--- src/design/complex_arithmetic_unit_core_macros.svh ---
// ----------------------------------------------------------------------------
// Complex arithmetic unit: assertion macros
// Shared concurrent assertion forms, clocked on clk and disabled in reset.
// ----------------------------------------------------------------------------
`ifndef COMPLEX_ARITHMETIC_UNIT_CORE_MACROS_SVH
`define COMPLEX_ARITHMETIC_UNIT_CORE_MACROS_SVH

// Same-cycle implication.
`define CAU_ASSERT_IMP(lbl, ante, cons, msg) \
  lbl: assert property (@(posedge clk) disable iff (!rst_n) (ante) |-> (cons)) \
    else $error(msg);

// Next-cycle implication.
`define CAU_ASSERT_NXT(lbl, ante, cons, msg) \
  lbl: assert property (@(posedge clk) disable iff (!rst_n) (ante) |=> (cons)) \
    else $error(msg);

`endif

--- src/design/cau_pkg.sv ---
// ----------------------------------------------------------------------------
// Complex arithmetic unit package
// Widths, field offsets, operation and status codes, pipeline control type.
// ----------------------------------------------------------------------------
`default_nettype none

package cau_pkg;

  localparam int CAU_DATA_WIDTH = 32;
  localparam int CAU_FRAC_BITS  = 16;

  localparam int FIELD_W    = 32;
  localparam int ACTION_W   = 2;
  localparam int STATUS_W   = 2;

  localparam int IN_TDATA_W  = 136;
  localparam int OUT_TDATA_W = 72;

  localparam int IN_ACT_LSB = 0;
  localparam int IN_AR_LSB  = 2;
  localparam int IN_AI_LSB  = 34;
  localparam int IN_BR_LSB  = 66;
  localparam int IN_BI_LSB  = 98;

  localparam int OUT_RR_LSB   = 0;
  localparam int OUT_RI_LSB   = 32;
  localparam int OUT_STAT_LSB = 64;

  localparam logic [ACTION_W-1:0] ACT_ADD = 2'd0;
  localparam logic [ACTION_W-1:0] ACT_SUB = 2'd1;
  localparam logic [ACTION_W-1:0] ACT_MUL = 2'd2;
  localparam logic [ACTION_W-1:0] ACT_DIV = 2'd3;

  localparam logic [STATUS_W-1:0] STAT_OK   = 2'd0;
  localparam logic [STATUS_W-1:0] STAT_DIVZ = 2'd1;
  localparam logic [STATUS_W-1:0] STAT_OVF  = 2'd2;
  localparam logic [STATUS_W-1:0] STAT_RSVD = 2'd3;

  typedef struct packed {
    logic                vld;
    logic                is_div;
    logic                neg_re;
    logic                neg_im;
    logic [STATUS_W-1:0] status;
  } cau_ctl_t;

endpackage

`default_nettype wire

--- src/design/cau_div_cell.sv ---
// ----------------------------------------------------------------------------
// Divider cell
// One restoring division step for the real and the imaginary numerator.
// ----------------------------------------------------------------------------
`default_nettype none

module cau_div_cell #(
  parameter int W = cau_pkg::CAU_DATA_WIDTH,
  parameter int F = cau_pkg::CAU_FRAC_BITS
) (
  input  wire logic                   clk,
  input  wire logic                   rst_n,
  input  wire logic                   en,
  input  wire cau_pkg::cau_ctl_t      ctl_i,
  input  wire logic [1:0][2*W+F-1:0]  dvd_i,
  input  wire logic [1:0][2*W-1:0]    rem_i,
  input  wire logic [1:0][W+1:0]      q_i,
  input  wire logic [1:0]             big_i,
  input  wire logic [2*W-1:0]         den_i,
  input  wire logic [2*W-1:0]         pass_i,
  output cau_pkg::cau_ctl_t           ctl_o,
  output logic [1:0][2*W+F-1:0]       dvd_o,
  output logic [1:0][2*W-1:0]         rem_o,
  output logic [1:0][W+1:0]           q_o,
  output logic [1:0]                  big_o,
  output logic [2*W-1:0]              den_o,
  output logic [2*W-1:0]              pass_o
);

  localparam int PW = 2 * W;
  localparam int N  = 2 * W + F;
  localparam int QW = W + 2;

  logic [1:0][PW-1:0] shf, rem_nxt;
  logic [1:0]         ge;

  // The partial remainder stays below the divisor, so its top bit is free.
  always_comb begin
    for (int l = 0; l < 2; l++) begin
      shf[l]     = {rem_i[l][PW-2:0], dvd_i[l][N-1]};
      ge[l]      = shf[l] >= den_i;
      rem_nxt[l] = ge[l] ? shf[l] - den_i : shf[l];
    end
  end

  always_ff @(posedge clk) begin
    if (!rst_n) begin
      ctl_o <= '0;
    end else if (en) begin
      ctl_o <= ctl_i;
    end
  end

  always_ff @(posedge clk) begin
    if (en) begin
      for (int l = 0; l < 2; l++) begin
        dvd_o[l] <= {dvd_i[l][N-2:0], 1'b0};
        rem_o[l] <= rem_nxt[l];
        q_o[l]   <= {q_i[l][QW-2:0], ge[l]};
        big_o[l] <= big_i[l] | q_i[l][QW-1];
      end
      den_o  <= den_i;
      pass_o <= pass_i;
    end
  end

endmodule

`default_nettype wire

--- config.mk ---
export PLATFORM = sky130hd
export DESIGN_NAME = cau_div_cell
export DESIGN_NICKNAME = d
export VERILOG_FILES = /design/src/design/complex_arithmetic_unit_core_macros.svh /design/src/design/cau_pkg.sv /design/src/design/cau_div_cell.sv
export SDC_FILE = /design/constraint.sdc
export NUM_CORES = 1
export LEC_CHECK = 0
export CAP_MARGIN = 20
export CORE_AREA = 2 2 388 390
export DETAILED_ROUTE_END_ITERATION = 8
export DIE_AREA = 0 0 390 392
export DONT_BUFFER_PORTS = 1
export HOLD_SLACK_MARGIN = 0.1
export SLEW_MARGIN = 0
export SYNTH_ARGS = -nofsm -noshare
export SYNTH_HDL_FRONTEND = slang
export SYNTH_SLANG_ARGS = --single-unit
--- constraint.sdc ---
create_clock -name clk -period 3.85 [get_ports clk]
set_input_delay 0.385 -clock clk [delete_from_list [all_inputs] [get_ports clk]]
set_output_delay 0.385 -clock clk [all_outputs]
set_load 0.02 [all_outputs]
==> results.cfg <==
[clock_network]
cts_tree = done
insertion_delay_ps = 660
clockRootBuffer = clkbuf_16
cts_made_buffers = 59
clk_path_buf_depth = 3
cts_setup_buffers = 0
cts.htree.levels = 2
clkSinkCount = 490
clk_pin_slew_worst_paths_ps = 60

[synth]
synth-main-ff-cell = edfxtp_1
yosysSeqAreaShare = 0.601
synth_cell_types = 79
synth_edf_count = 484
yosys_register_bits = 490
avgSynthCellArea_um2 = 12.1
synth_cells = 2020
postSynth.asyncResetShare = 0
syn-cell-area_um2 = 24400
ys_warn_count = 0

[die]
start_util = 0.164
die_w_um = 390
chipHeight_um = 392
rows = 142
core_area_um2 = 149000
io_pins = 987
die_area_um2 = 153000

[critical_path]
cp_common_cell = buf_4
crit_chain = dlygate4sd3_1, fa_1, nor2b_1, o21bai_1, a2111oi_0, buf_4, nor3_1, a211oi_1, buf_4, o211ai_1, a211oi_1, buf_4, or2_2, xnor2_1, a21oi_2
crit_path_start_kind = input pin
reg2reg_depth = 3
slowest_delay_ps = 660
timing.setup.critical_path_class = in2reg
end_kind = register
arrival_ps = 4070
crit_slowest_cell = dlygate4sd3_1
timing.reg2reg.setup_slack_ps = 2540
worstPathRequired_ps = 4260
crit_path_max_fanout = 3

[routing]
wl_met1_um = 46600
first_iter_violations = 1476
wl_per_cell_um = 25.9
dr_wl_met2_um = 59500
post-route-drc-count = 0
routed_wl_um = 121000
drtAntennaViolNets = 0
drtPass1Iterations = 5
routed.top_layer = met5
num_vias = 19600
via_per_inst = 4.19
wl_met3_um = 10500

[global_routing]
grt_max_degree = 491
antenna_found_initial = 22
grt-ovfl-total = 0
grt_pass1_wl_um = 159000
grt_pass1_vias = 19600
track_usage = 0.149

[layout]
drive_gt1_frac = 0.125
syn_to_final_growth_pct = 42.4
nNetsFinal = 3280
final_cells = 4671

[sta]
finalHoldWorstSlack_ps = 182
finalHoldViolCount = 0
layout_setup_ws_ps = 188
fin_tns_setup_ps = 0
worstMarginPinSlew_ps = 1180
fmax_mhz = 273
grt_setup_unrepaired = false
worst_clock_skew_ps = 0
slew_headroom = 0.216
period_needed_ps = 3660
slew_viol_final = 0
fin_crit_sh = 0.951
finalSetupViolations = 0

[power_and_ir_drop]
p_leak_nw = 13.0
cellPowerDensity_nw_per_um2 = 466
power_mw = 16.2
max-vdd-ir-drop_v = 0.000344

[worst_hold_path]
hold_depth = 3
hp-class = in2reg

[place]
dp.cells = 4044
io_buffers = 0
pre_cts_slack_ps = -137
dp_hpwl_um = 92300
gp_congestion = 0.893

[run]
max_cap_violations = 0

[status]
status = finished clean
==> through the flow <==
step                 util  cell area, µm²
global placement    0.186           27700
CTS                 0.232           34600
finish              0.233           34700
detailed placement  0.186           27700
global route        0.233           34700
floorplan               -           24400
==> registers in the layout, indices dropped and copies added, names as in the netlist <==
register,cells
q_o,68
ctl_o,6
den_o,64
rem_o,128
big_o,2
dvd_o,158
pass_o,64
==> power breakdown <==
part	switching, mW	internal, mW
Sequential	1.06	6.53
Clock	2.60	3.15
Combinational	1.59	1.25
==> critical path: cells and delay by family <==
| kind | cells | cell delay, ps |
|---|---|---|
| AOI/OAI and AO/OA | 6 | 1540 |
| and+or+nand+nor | 3 | 320 |
| xor gates and xnor gates | 1 | 140 |
| adders and majority gates | 1 | 460 |
| buffers and inverters | 4 | 1220 |
==> worst paths after layout <==
kind / start / to
worst max-delay path: den_i[1] / rem_o[54]
worst min-delay path: rem_i[0] / rem_o[1]
worst max register to register: ctl_o[4] / ctl_o[4]
worst min register to register: ctl_o[0] / ctl_o[0]
==> routing by layer <==
layer  vias to the layer above  track usage
met1                      9558        0.171
met3                       174       0.0458
met5                         -            0
met2                       969        0.260
met4                         2       0.0524
li1                       8879            -
==> synthesized netlist by cell type (20+ instances only) <==
cell type  number  share of area
edfxtp_1      484           0.60
a21oi_1       201          0.041
nor2_1        167          0.026
nand2_1       159          0.024
ha_1          128          0.066
o21ai_0        98          0.020
inv_1          91          0.014
a21o_1         86          0.026
xnor2_1        67          0.024
xor2_1         50          0.018
clkbuf_1       45         0.0069
a21oi_2        36          0.013
nand4_1        34         0.0087
nand3_1        31         0.0064
o21bai_1       25         0.0077
o21a_1         24         0.0074
nor2b_1        20         0.0051
nor3_1         20         0.0041
==> cell usage in the layout, fill, tap and decap left out, types with 8 or more instances in the layout <==
| cell | n |
|---|---|
| a211oi_1 | 14 |
| a21boi_0 | 9 |
| a21o_1 | 86 |
| a21oi_1 | 201 |
| a21oi_2 | 36 |
| a31oi_1 | 10 |
| and2_1 | 12 |
| and3_1 | 13 |
| buf_4 | 153 |
| clkbuf_16 | 59 |
| clkinv_2 | 12 |
| clkinvlp_4 | 8 |
| diode_2 | 22 |
| dlygate4sd3_1 | 491 |
| edfxtp_1 | 484 |
| ha_1 | 128 |
| inv_1 | 91 |
| nand2_1 | 159 |
| nand2b_1 | 10 |
| nand3_1 | 31 |
| nand4_1 | 34 |
| nor2_1 | 167 |
| nor2b_1 | 20 |
| nor3_1 | 20 |
| nor4_1 | 10 |
| o211ai_1 | 8 |
| o21a_1 | 24 |
| o21ai_0 | 98 |
| o21ai_1 | 10 |
| o21bai_1 | 25 |
| o31ai_1 | 8 |
| or2_2 | 8 |
| xnor2_1 | 67 |
| xor2_1 | 50 |
==> area by class of cell <==
class | count | area (µm²)
antenna | 22 | 55.1
clock buffer | 61 | 1480
clock inverter | 50 | 512
fill | 15700 | 114000
inverter | 93 | 353
multi-input combinational | 1357 | 8960
sequential | 490 | 14700
tap | 1944 | 2430
timing repair buffer | 654 | 6290
==> kinds of logic (layout without fill, tap and decap cells) <==
logic type | after synthesis | in the layout | share of synthesized area
other | 1 | 24 | 0.000154
and+or+nand+nor | 501 | 501 | 0.0935
AOI/OAI and AO/OA | 598 | 598 | 0.160
muxes | 9 | 9 | 0.00380
adders and majority gates | 130 | 130 | 0.0673
xor gates and xnor gates | 117 | 117 | 0.0420
buffers and inverters | 174 | 858 | 0.0323
DFF | 490 | 490 | 0.601
==> repair_timing <==
item / 4_1_cts / 5_1_grt
endpoints found under the hold margin: 771 / 135
endpoints found under the setup margin: 0 / 1
gates resized for setup: 0 / 1
hold buffers: 491 / 1
Power figures use the tool's default switching activity.
