File: src/design/complex_arithmetic_unit_core_macros.svh
// ----------------------------------------------------------------------------
// Complex arithmetic unit: assertion macros
// Shared concurrent assertion forms, clocked on clk and disabled in reset.
// ----------------------------------------------------------------------------
`ifndef COMPLEX_ARITHMETIC_UNIT_CORE_MACROS_SVH
`define COMPLEX_ARITHMETIC_UNIT_CORE_MACROS_SVH

// Same-cycle implication.
`define CAU_ASSERT_IMP(lbl, ante, cons, msg) \
  lbl: assert property (@(posedge clk) disable iff (!rst_n) (ante) |-> (cons)) \
    else $error(msg);

// Next-cycle implication.
`define CAU_ASSERT_NXT(lbl, ante, cons, msg) \
  lbl: assert property (@(posedge clk) disable iff (!rst_n) (ante) |=> (cons)) \
    else $error(msg);

`endif

File: src/design/cau_pkg.sv
// ----------------------------------------------------------------------------
// Complex arithmetic unit package
// Widths, field offsets, operation and status codes, pipeline control type.
// ----------------------------------------------------------------------------
`default_nettype none

package cau_pkg;

  localparam int CAU_DATA_WIDTH = 32;
  localparam int CAU_FRAC_BITS  = 16;

  localparam int FIELD_W    = 32;
  localparam int ACTION_W   = 2;
  localparam int STATUS_W   = 2;

  localparam int IN_TDATA_W  = 136;
  localparam int OUT_TDATA_W = 72;

  localparam int IN_ACT_LSB = 0;
  localparam int IN_AR_LSB  = 2;
  localparam int IN_AI_LSB  = 34;
  localparam int IN_BR_LSB  = 66;
  localparam int IN_BI_LSB  = 98;

  localparam int OUT_RR_LSB   = 0;
  localparam int OUT_RI_LSB   = 32;
  localparam int OUT_STAT_LSB = 64;

  localparam logic [ACTION_W-1:0] ACT_ADD = 2'd0;
  localparam logic [ACTION_W-1:0] ACT_SUB = 2'd1;
  localparam logic [ACTION_W-1:0] ACT_MUL = 2'd2;
  localparam logic [ACTION_W-1:0] ACT_DIV = 2'd3;

  localparam logic [STATUS_W-1:0] STAT_OK   = 2'd0;
  localparam logic [STATUS_W-1:0] STAT_DIVZ = 2'd1;
  localparam logic [STATUS_W-1:0] STAT_OVF  = 2'd2;
  localparam logic [STATUS_W-1:0] STAT_RSVD = 2'd3;

  typedef struct packed {
    logic                vld;
    logic                is_div;
    logic                neg_re;
    logic                neg_im;
    logic [STATUS_W-1:0] status;
  } cau_ctl_t;

endpackage

`default_nettype wire

File: src/design/cau_sat.sv
// ----------------------------------------------------------------------------
// Saturating converter
// Turns a sign and a magnitude into a clamped two's complement value.
// ----------------------------------------------------------------------------
`default_nettype none

module cau_sat #(
  parameter int W  = cau_pkg::CAU_DATA_WIDTH,
  parameter int MW = 2 * cau_pkg::CAU_DATA_WIDTH
) (
  input  wire logic          neg,
  input  wire logic [MW-1:0] mag,
  output logic      [W-1:0]  res,
  output logic               ovf
);

  localparam logic [MW-1:0] LIM_N = MW'(1) << (W - 1);
  localparam logic [MW-1:0] LIM_P = LIM_N - MW'(1);
  localparam logic [W-1:0]  SMIN  = W'(1) << (W - 1);

  logic [MW-1:0] neg_mag;

  always_comb begin
    neg_mag = -mag;
    if (neg) begin
      ovf = mag > LIM_N;
      res = ovf ? SMIN : neg_mag[W-1:0];
    end else begin
      ovf = mag > LIM_P;
      res = ovf ? ~SMIN : mag[W-1:0];
    end
  end

endmodule

`default_nettype wire

File: src/design/cau_out.sv
// ----------------------------------------------------------------------------
// Complex arithmetic unit output stage
// Quotient rounding and clamping, result select, output register and skid.
// ----------------------------------------------------------------------------
`default_nettype none

`include "complex_arithmetic_unit_core_macros.svh"

module cau_out #(
  parameter int W = cau_pkg::CAU_DATA_WIDTH,
  parameter int F = cau_pkg::CAU_FRAC_BITS
) (
  input  wire logic                             clk,
  input  wire logic                             rst_n,
  input  wire cau_pkg::cau_ctl_t                ctl_i,
  input  wire logic [1:0][2*W-1:0]              rem_i,
  input  wire logic [1:0][W+1:0]                q_i,
  input  wire logic [1:0]                       big_i,
  input  wire logic [2*W-1:0]                   den_i,
  input  wire logic [2*W-1:0]                   pass_i,
  input  wire logic                             out_tready,
  output logic                                  out_tvalid,
  output logic [cau_pkg::OUT_TDATA_W-1:0]       out_tdata,
  output logic                                  en
);

  localparam int QW = W + 2;
  localparam int FW = cau_pkg::FIELD_W;

  logic [1:0]            up;
  logic [1:0][QW:0]      qf, mag;
  logic [1:0][W-1:0]     dres;
  logic [1:0]            dovf;
  logic signed [W-1:0]   res_re, res_im;
  logic [cau_pkg::STATUS_W-1:0] stat;
  logic [cau_pkg::OUT_TDATA_W-1:0] fin_data;
  logic                  fin_v;

  // Round half away from zero on the magnitude; a quotient that ran past the
  // register is forced to all ones so that it saturates.
  always_comb begin
    for (int l = 0; l < 2; l++) begin
      up[l]  = rem_i[l] >= (den_i - rem_i[l]);
      qf[l]  = {1'b0, q_i[l]} + (QW+1)'(up[l]);
      mag[l] = big_i[l] ? '1 : qf[l];
    end
  end

  cau_sat #(.W(W), .MW(QW+1)) u_sat_re (.neg(ctl_i.neg_re), .mag(mag[0]), .res(dres[0]),
                                        .ovf(dovf[0]));
  cau_sat #(.W(W), .MW(QW+1)) u_sat_im (.neg(ctl_i.neg_im), .mag(mag[1]), .res(dres[1]),
                                        .ovf(dovf[1]));

  always_comb begin
    res_re = pass_i[W-1:0];
    res_im = pass_i[2*W-1:W];
    stat   = ctl_i.status;
    if (ctl_i.is_div) begin
      if (ctl_i.status == cau_pkg::STAT_DIVZ) begin
        res_re = '0;
        res_im = '0;
      end else begin
        res_re = dres[0];
        res_im = dres[1];
        stat   = (dovf[0] | dovf[1]) ? cau_pkg::STAT_OVF : cau_pkg::STAT_OK;
      end
    end
    fin_data = '0;
    fin_data[cau_pkg::OUT_RR_LSB +: FW] = FW'(res_re);
    fin_data[cau_pkg::OUT_RI_LSB +: FW] = FW'(res_im);
    fin_data[cau_pkg::OUT_STAT_LSB +: cau_pkg::STATUS_W] = stat;
  end

  logic                             out_v_r, skid_v_r;
  logic [cau_pkg::OUT_TDATA_W-1:0]  out_data_r, skid_data_r;

  // The pipeline only moves while the skid stage is empty.
  assign en    = !skid_v_r;
  assign fin_v = ctl_i.vld & en;

  always_ff @(posedge clk) begin
    if (!rst_n) begin
      out_v_r  <= 1'b0;
      skid_v_r <= 1'b0;
    end else if (!out_v_r || out_tready) begin
      out_v_r  <= skid_v_r | fin_v;
      skid_v_r <= 1'b0;
    end else if (fin_v) begin
      skid_v_r <= 1'b1;
    end
  end

  always_ff @(posedge clk) begin
    if (!out_v_r || out_tready) begin
      out_data_r <= skid_v_r ? skid_data_r : fin_data;
    end else if (fin_v) begin
      skid_data_r <= fin_data;
    end
  end

  assign out_tvalid = out_v_r;
  assign out_tdata  = out_data_r;

  `CAU_ASSERT_IMP(a_skid_behind_out, skid_v_r, out_v_r, "skid stage full with output empty")
  `CAU_ASSERT_NXT(a_skid_holds, skid_v_r && !out_tready, skid_v_r, "skid stage lost a result")
  `CAU_ASSERT_IMP(a_no_rsvd_status, out_v_r, out_data_r[cau_pkg::OUT_STAT_LSB +: 2] != cau_pkg::STAT_RSVD, "reserved status code")
  `CAU_ASSERT_IMP(a_divz_zero, out_v_r && (out_data_r[cau_pkg::OUT_STAT_LSB +: 2] == cau_pkg::STAT_DIVZ), out_data_r[63:0] == '0, "divide by zero with a non-zero result")

endmodule

`default_nettype wire

File: config.mk
export PLATFORM = sky130hd
export DESIGN_NAME = cau_out
export DESIGN_NICKNAME = d
export VERILOG_FILES = /design/src/design/cau_pkg.sv /design/src/design/cau_sat.sv /design/src/design/cau_out.sv
export VERILOG_INCLUDE_DIRS = /design/src /design/src/design
export SDC_FILE = /design/constraint.sdc
export NUM_CORES = 1
export LEC_CHECK = 0
export ABC_CLOCK_PERIOD_IN_PS = 14400
export BUFFER_PORTS_ARGS = -buffer_cell sky130_fd_sc_hd__buf_4
export CAP_MARGIN = 20
export CORE_MARGIN = 2
export CORE_UTILIZATION = 45
export DETAILED_ROUTE_END_ITERATION = 8
export HOLD_SLACK_MARGIN = 0.06
export PLACE_DENSITY = 0.75
export SLEW_MARGIN = 25
export SYNTH_ARGS = -nofsm -noshare
export SYNTH_HDL_FRONTEND = slang
export SYNTH_SLANG_ARGS = --single-unit
export TNS_END_PERCENT = 5
File: constraint.sdc
create_clock -name clk -period 14.4 [get_ports clk]
set_clock_uncertainty 0.05 [all_clocks]
set_input_delay 1.44 -clock clk [delete_from_list [all_inputs] [get_ports clk]]
set_output_delay 1.44 -clock clk [all_outputs]
set_load 0.01 [all_outputs]
==> metrics.txt <==
# TYPE chip_impl_metric gauge
chip_impl_metric{name="core-area",unit="µm²"} 45400
chip_impl_info{name="crit_path_end_kind",value="flop"} 1
chip_impl_info{name="crit_path_most_repeated_cell",value="o21ai_0"} 1
chip_impl_metric{name="postRouteWirelength",unit="µm"} 71700
chip_impl_metric{name="row_count",unit=""} 78
chip_impl_metric{name="worst-endpoint-required",unit="ns"} 14.65
chip_impl_info{name="cts-root-buf",value="clkbuf_16"} 1
chip_impl_metric{name="ant_nets",unit=""} 0
chip_impl_metric{name="ff2ff_setup_slack",unit="ns"} 11.85
chip_impl_metric{name="ys_warn_count",unit=""} 0
chip_impl_metric{name="cts_buffer_depth",unit=""} 2
chip_impl_metric{name="cts_max_level",unit=""} 4
chip_impl_metric{name="sw_frac_of_total",unit="%"} 38.0
chip_impl_metric{name="dp.final_hpwl",unit="µm"} 58000
chip_impl_metric{name="worst_r2r_path_depth",unit=""} 3
chip_impl_metric{name="numCtsBuffers",unit=""} 17
chip_impl_metric{name="critical_path_arrival",unit="ns"} 11.84
chip_impl_metric{name="vdd.ir_drop.worst",unit="mV"} 0.0847
chip_impl_metric{name="start_util",unit="%"} 45.5
chip_impl_metric{name="grt_antenna_before_repair",unit=""} 5
chip_impl_metric{name="place.port_buffers",unit=""} 402
chip_impl_metric{name="crit_path_max_incr_delay",unit="ns"} 0.87
chip_impl_metric{name="drc_errors",unit=""} 0
chip_impl_metric{name="finish.net_count",unit=""} 3468
chip_impl_metric{name="dr_pass1_iterations",unit=""} 5
chip_impl_metric{name="last_weighted_congestion_value_of_the_routability_driven_placer",unit=""} 0.993
chip_impl_metric{name="synth_seq_cells",unit=""} 134
chip_impl_metric{name="drive_gt1_share",unit="%"} 19.2
chip_impl_metric{name="area_growth_synth_to_finish",unit="%"} 19.0
chip_impl_metric{name="grt_pass1_vias",unit=""} 20800
chip_impl_metric{name="finalCriticalPeriod",unit="ns"} 11.59
chip_impl_metric{name="die_ar",unit="µm²"} 47600
chip_impl_metric{name="maximum_number_of_pins_on_one_net_before_global_route_repair",unit=""} 70
chip_impl_metric{name="final_worst_path_setup_slack",unit="ns"} 2.81
chip_impl_metric{name="synth.cell_area",unit="µm²"} 20700
chip_impl_metric{name="clk_transition_reported_paths",unit="ns"} 0.06
chip_impl_metric{name="finalHoldViolCount",unit=""} 0
chip_impl_metric{name="critical_path_peak_fanout",unit=""} 20
chip_impl_metric{name="post-cts-setup-buffer-count",unit=""} 0
chip_impl_metric{name="die_width",unit="µm"} 218
chip_impl_metric{name="report.power.total",unit="µW"} 1770
chip_impl_metric{name="finalSetupViolations",unit=""} 0
chip_impl_metric{name="p_per_area",unit="nW/µm²"} 72.0
chip_impl_info{name="holdCritStartpoint",value="skid_data_r[64]"} 1
chip_impl_metric{name="switching_power",unit="µW"} 672
chip_impl_metric{name="yosys.cell_types.count",unit=""} 95
chip_impl_metric{name="worst_hold_path_cells",unit=""} 2
chip_impl_info{name="r2r-end",value="skid_data_r[39]"} 1
chip_impl_metric{name="clk_latency",unit="ns"} 0.43
chip_impl_info{name="layout_commonest_cell",value="buf_4"} 1
chip_impl_info{name="cts_tree",value="built"} 1
chip_impl_metric{name="tightest_slew",unit="ns"} 1.15
chip_impl_metric{name="globalRouteOverflowTotal",unit=""} 0
chip_impl_metric{name="report.final.slew_viol_count",unit=""} 0
chip_impl_info{name="r2r-start",value="out_tvalid"} 1
chip_impl_info{name="layout.cells.most_common_list",value="buf_4, ha_1, inv_1"} 1
chip_impl_metric{name="period_share",unit="%"} 80.5
chip_impl_metric{name="p_int",unit="µW"} 1100
chip_impl_metric{name="cap_violations",unit=""} 0
chip_impl_metric{name="core_utilization_of_the_finished_layout",unit="%"} 54.2
chip_impl_metric{name="pwr-share-clk",unit="%"} 24.8
chip_impl_metric{name="drtIter0Drc",unit=""} 1742
chip_impl_info{name="hold_class",value="flop to flop"} 1
chip_impl_metric{name="comb_power_share",unit="%"} 48.4
chip_impl_metric{name="routed_wire_length_per_instance",unit="µm"} 20.6
chip_impl_metric{name="p_leak",unit="µW"} 0.0109
chip_impl_metric{name="post_drt_via_cell_ratio",unit=""} 6.22
chip_impl_metric{name="cts.hold.buffers_added",unit=""} 0
chip_impl_info{name="timing.critical_path.from_type",value="input port"} 1
chip_impl_metric{name="grt_first_pass_wirelength",unit="µm"} 111000
chip_impl_metric{name="floorplan.die.height",unit="µm"} 218
chip_impl_info{name="rsz0062_at_grt",value="no"} 1
chip_impl_metric{name="setup_total_negative_slack",unit="ns"} 0
chip_impl_info{name="setup.worst_path.class",value="input port to flop"} 1
chip_impl_metric{name="cts.sink_count",unit=""} 134
chip_impl_metric{name="detailedPlace.worstSlack",unit="ns"} 2.71
chip_impl_metric{name="achievable-frequency",unit="MHz"} 86.3
chip_impl_info{name="run_status",value="completed"} 1
chip_impl_metric{name="power_frac_seq",unit="%"} 26.7
chip_impl_metric{name="async_flop_share",unit="%"} 0
chip_impl_metric{name="synth_seq_area_share",unit="%"} 19.4
chip_impl_metric{name="num_vias",unit=""} 21700
chip_impl_info{name="dominantRegCellSynth",value="edfxtp_1"} 1
chip_impl_metric{name="cts_resized",unit=""} 0
chip_impl_metric{name="synth.avg_cell_area",unit="µm²"} 8.08
chip_impl_info{name="worst_hold_path.endpoint",value="out_tdata[64]"} 1
chip_impl_metric{name="grt_use_total",unit="%"} 28.9
chip_impl_metric{name="synth-edff-count",unit=""} 132
chip_impl_metric{name="num_io_pins",unit=""} 409
chip_impl_metric{name="max-slew-margin-rel",unit="%"} 21.4
chip_impl_info{name="cpMaxStageDelayCell",value="a2111oi_0"} 1
chip_impl_metric{name="netlist_instances",unit=""} 2557
==> worst max-delay path by stage <==
stage,from,endpoint,slack (ns),cells after the start
after CTS,den_i[0],out_tdata[7],3.09,39
after global placement,den_i[0],out_tdata[5],2.88,35
after detailed placement,den_i[0],out_tdata[27],2.71,39
final,den_i[0],out_tdata[7],2.81,39
after global routing,den_i[0],out_tdata[7],2.09,39
after floorplan,rem_i[84],out_tdata[63],4.72,39
==> metrics by stage <==
stage               area, µm²  std cells  hold WS [ns]
floorplan               20700       2562         0.437
global placement        24000       3450         0.450
detailed placement      24000       3450         0.448
CTS                     24600       3482         0.460
global route            24600       3487         0.476
finish                  24600       3488         0.455
==> cells in the mapped netlist (8+ instances only) <==
cell type  instances  area, µm²
nand2_1          155        582
and4_1            21        184
or4_1              9       67.6
a211o_1           10       87.6
o31a_1             9       78.8
xor2_1            78        683
and2_1            19        119
o2bb2ai_1         40        350
a21o_1           106        796
o21a_1            25        188
a2111oi_0         14        123
or2_2              8       50.1
o31ai_1            9       67.6
ha_1             262       3280
inv_1            207        777
xnor2_1          114        998
buf_2             21        105
nor4_1            36        225
o211ai_1          13       97.6
o21ai_0          142        711
nand3_1           70        350
nand2b_1          27        169
o21bai_1          32        240
nor3_1            56        280
mux2_2            63        709
and3_1            37        231
a31o_2            17        149
a21boi_0          15        113
a31oi_1           40        250
nand4_1           85        532
buf_4             11       82.6
a211oi_1          20        150
nor3b_1           10       75.1
edfxtp_1         132       3960
a21oi_1          198        991
nor2b_1           34        213
o22ai_1           12       75.1
nor2_1           139        522
a22o_1             9       78.8
clkbuf_1          84        315
or3_1             22        138
a32o_1            13        130
==> cell families after synthesis <==
group           share of synthesized area [%]
compound gates                           26.6
xor+xnor                                 8.14
fa+ha+maj                                16.1
buf+inv                                  6.26
flops                                    19.4
mux                                      3.77
other cells                            0.0182
simple gates                             19.8
==> registers in the layout (all words and copies together) (netlist names) <==
register / flops
out_tdata: 66
skid_data_r: 66
out_tvalid: 1
skid_v_r: 1
==> critical path, delay by kind of cell <==
kind            cells  cell delay [ns]
compound gates     19             6.11
xor+xnor            1             0.15
fa+ha+maj           6             1.73
buf+inv             5             0.41
mux                 1             0.21
simple gates        7             1.80
==> final cells by class <==
| type | count | area (µm²) |
|---|---|---|
| diodes | 6 | 15.0 |
| multi-input cells | 2102 | 15400 |
| repair buffers | 407 | 3060 |
| inverters | 207 | 777 |
| fillers | 4226 | 20800 |
| well taps | 600 | 751 |
| flip-flops and latches | 134 | 4000 |
| clock inverters | 14 | 151 |
| clock buffers | 18 | 429 |
==> power by group through the flow <==
stage	logic (µW)	clock network, µW	registers [µW]
finish	857	439	472
global route	952	459	474
CTS	846	440	472
detailed placement	840	0	480
global placement	822	0	480
floorplan	547	0	488
==> layer usage <==
metal	GRT usage [%]	wire [µm]	share of wire (%)
met1	37.5	30100	42
met2	49.1	33500	47
met3	3.09	5110	7.1
met4	11.7	2970	4.1
met5	0	0	0
Power figures use the tool's default switching activity.
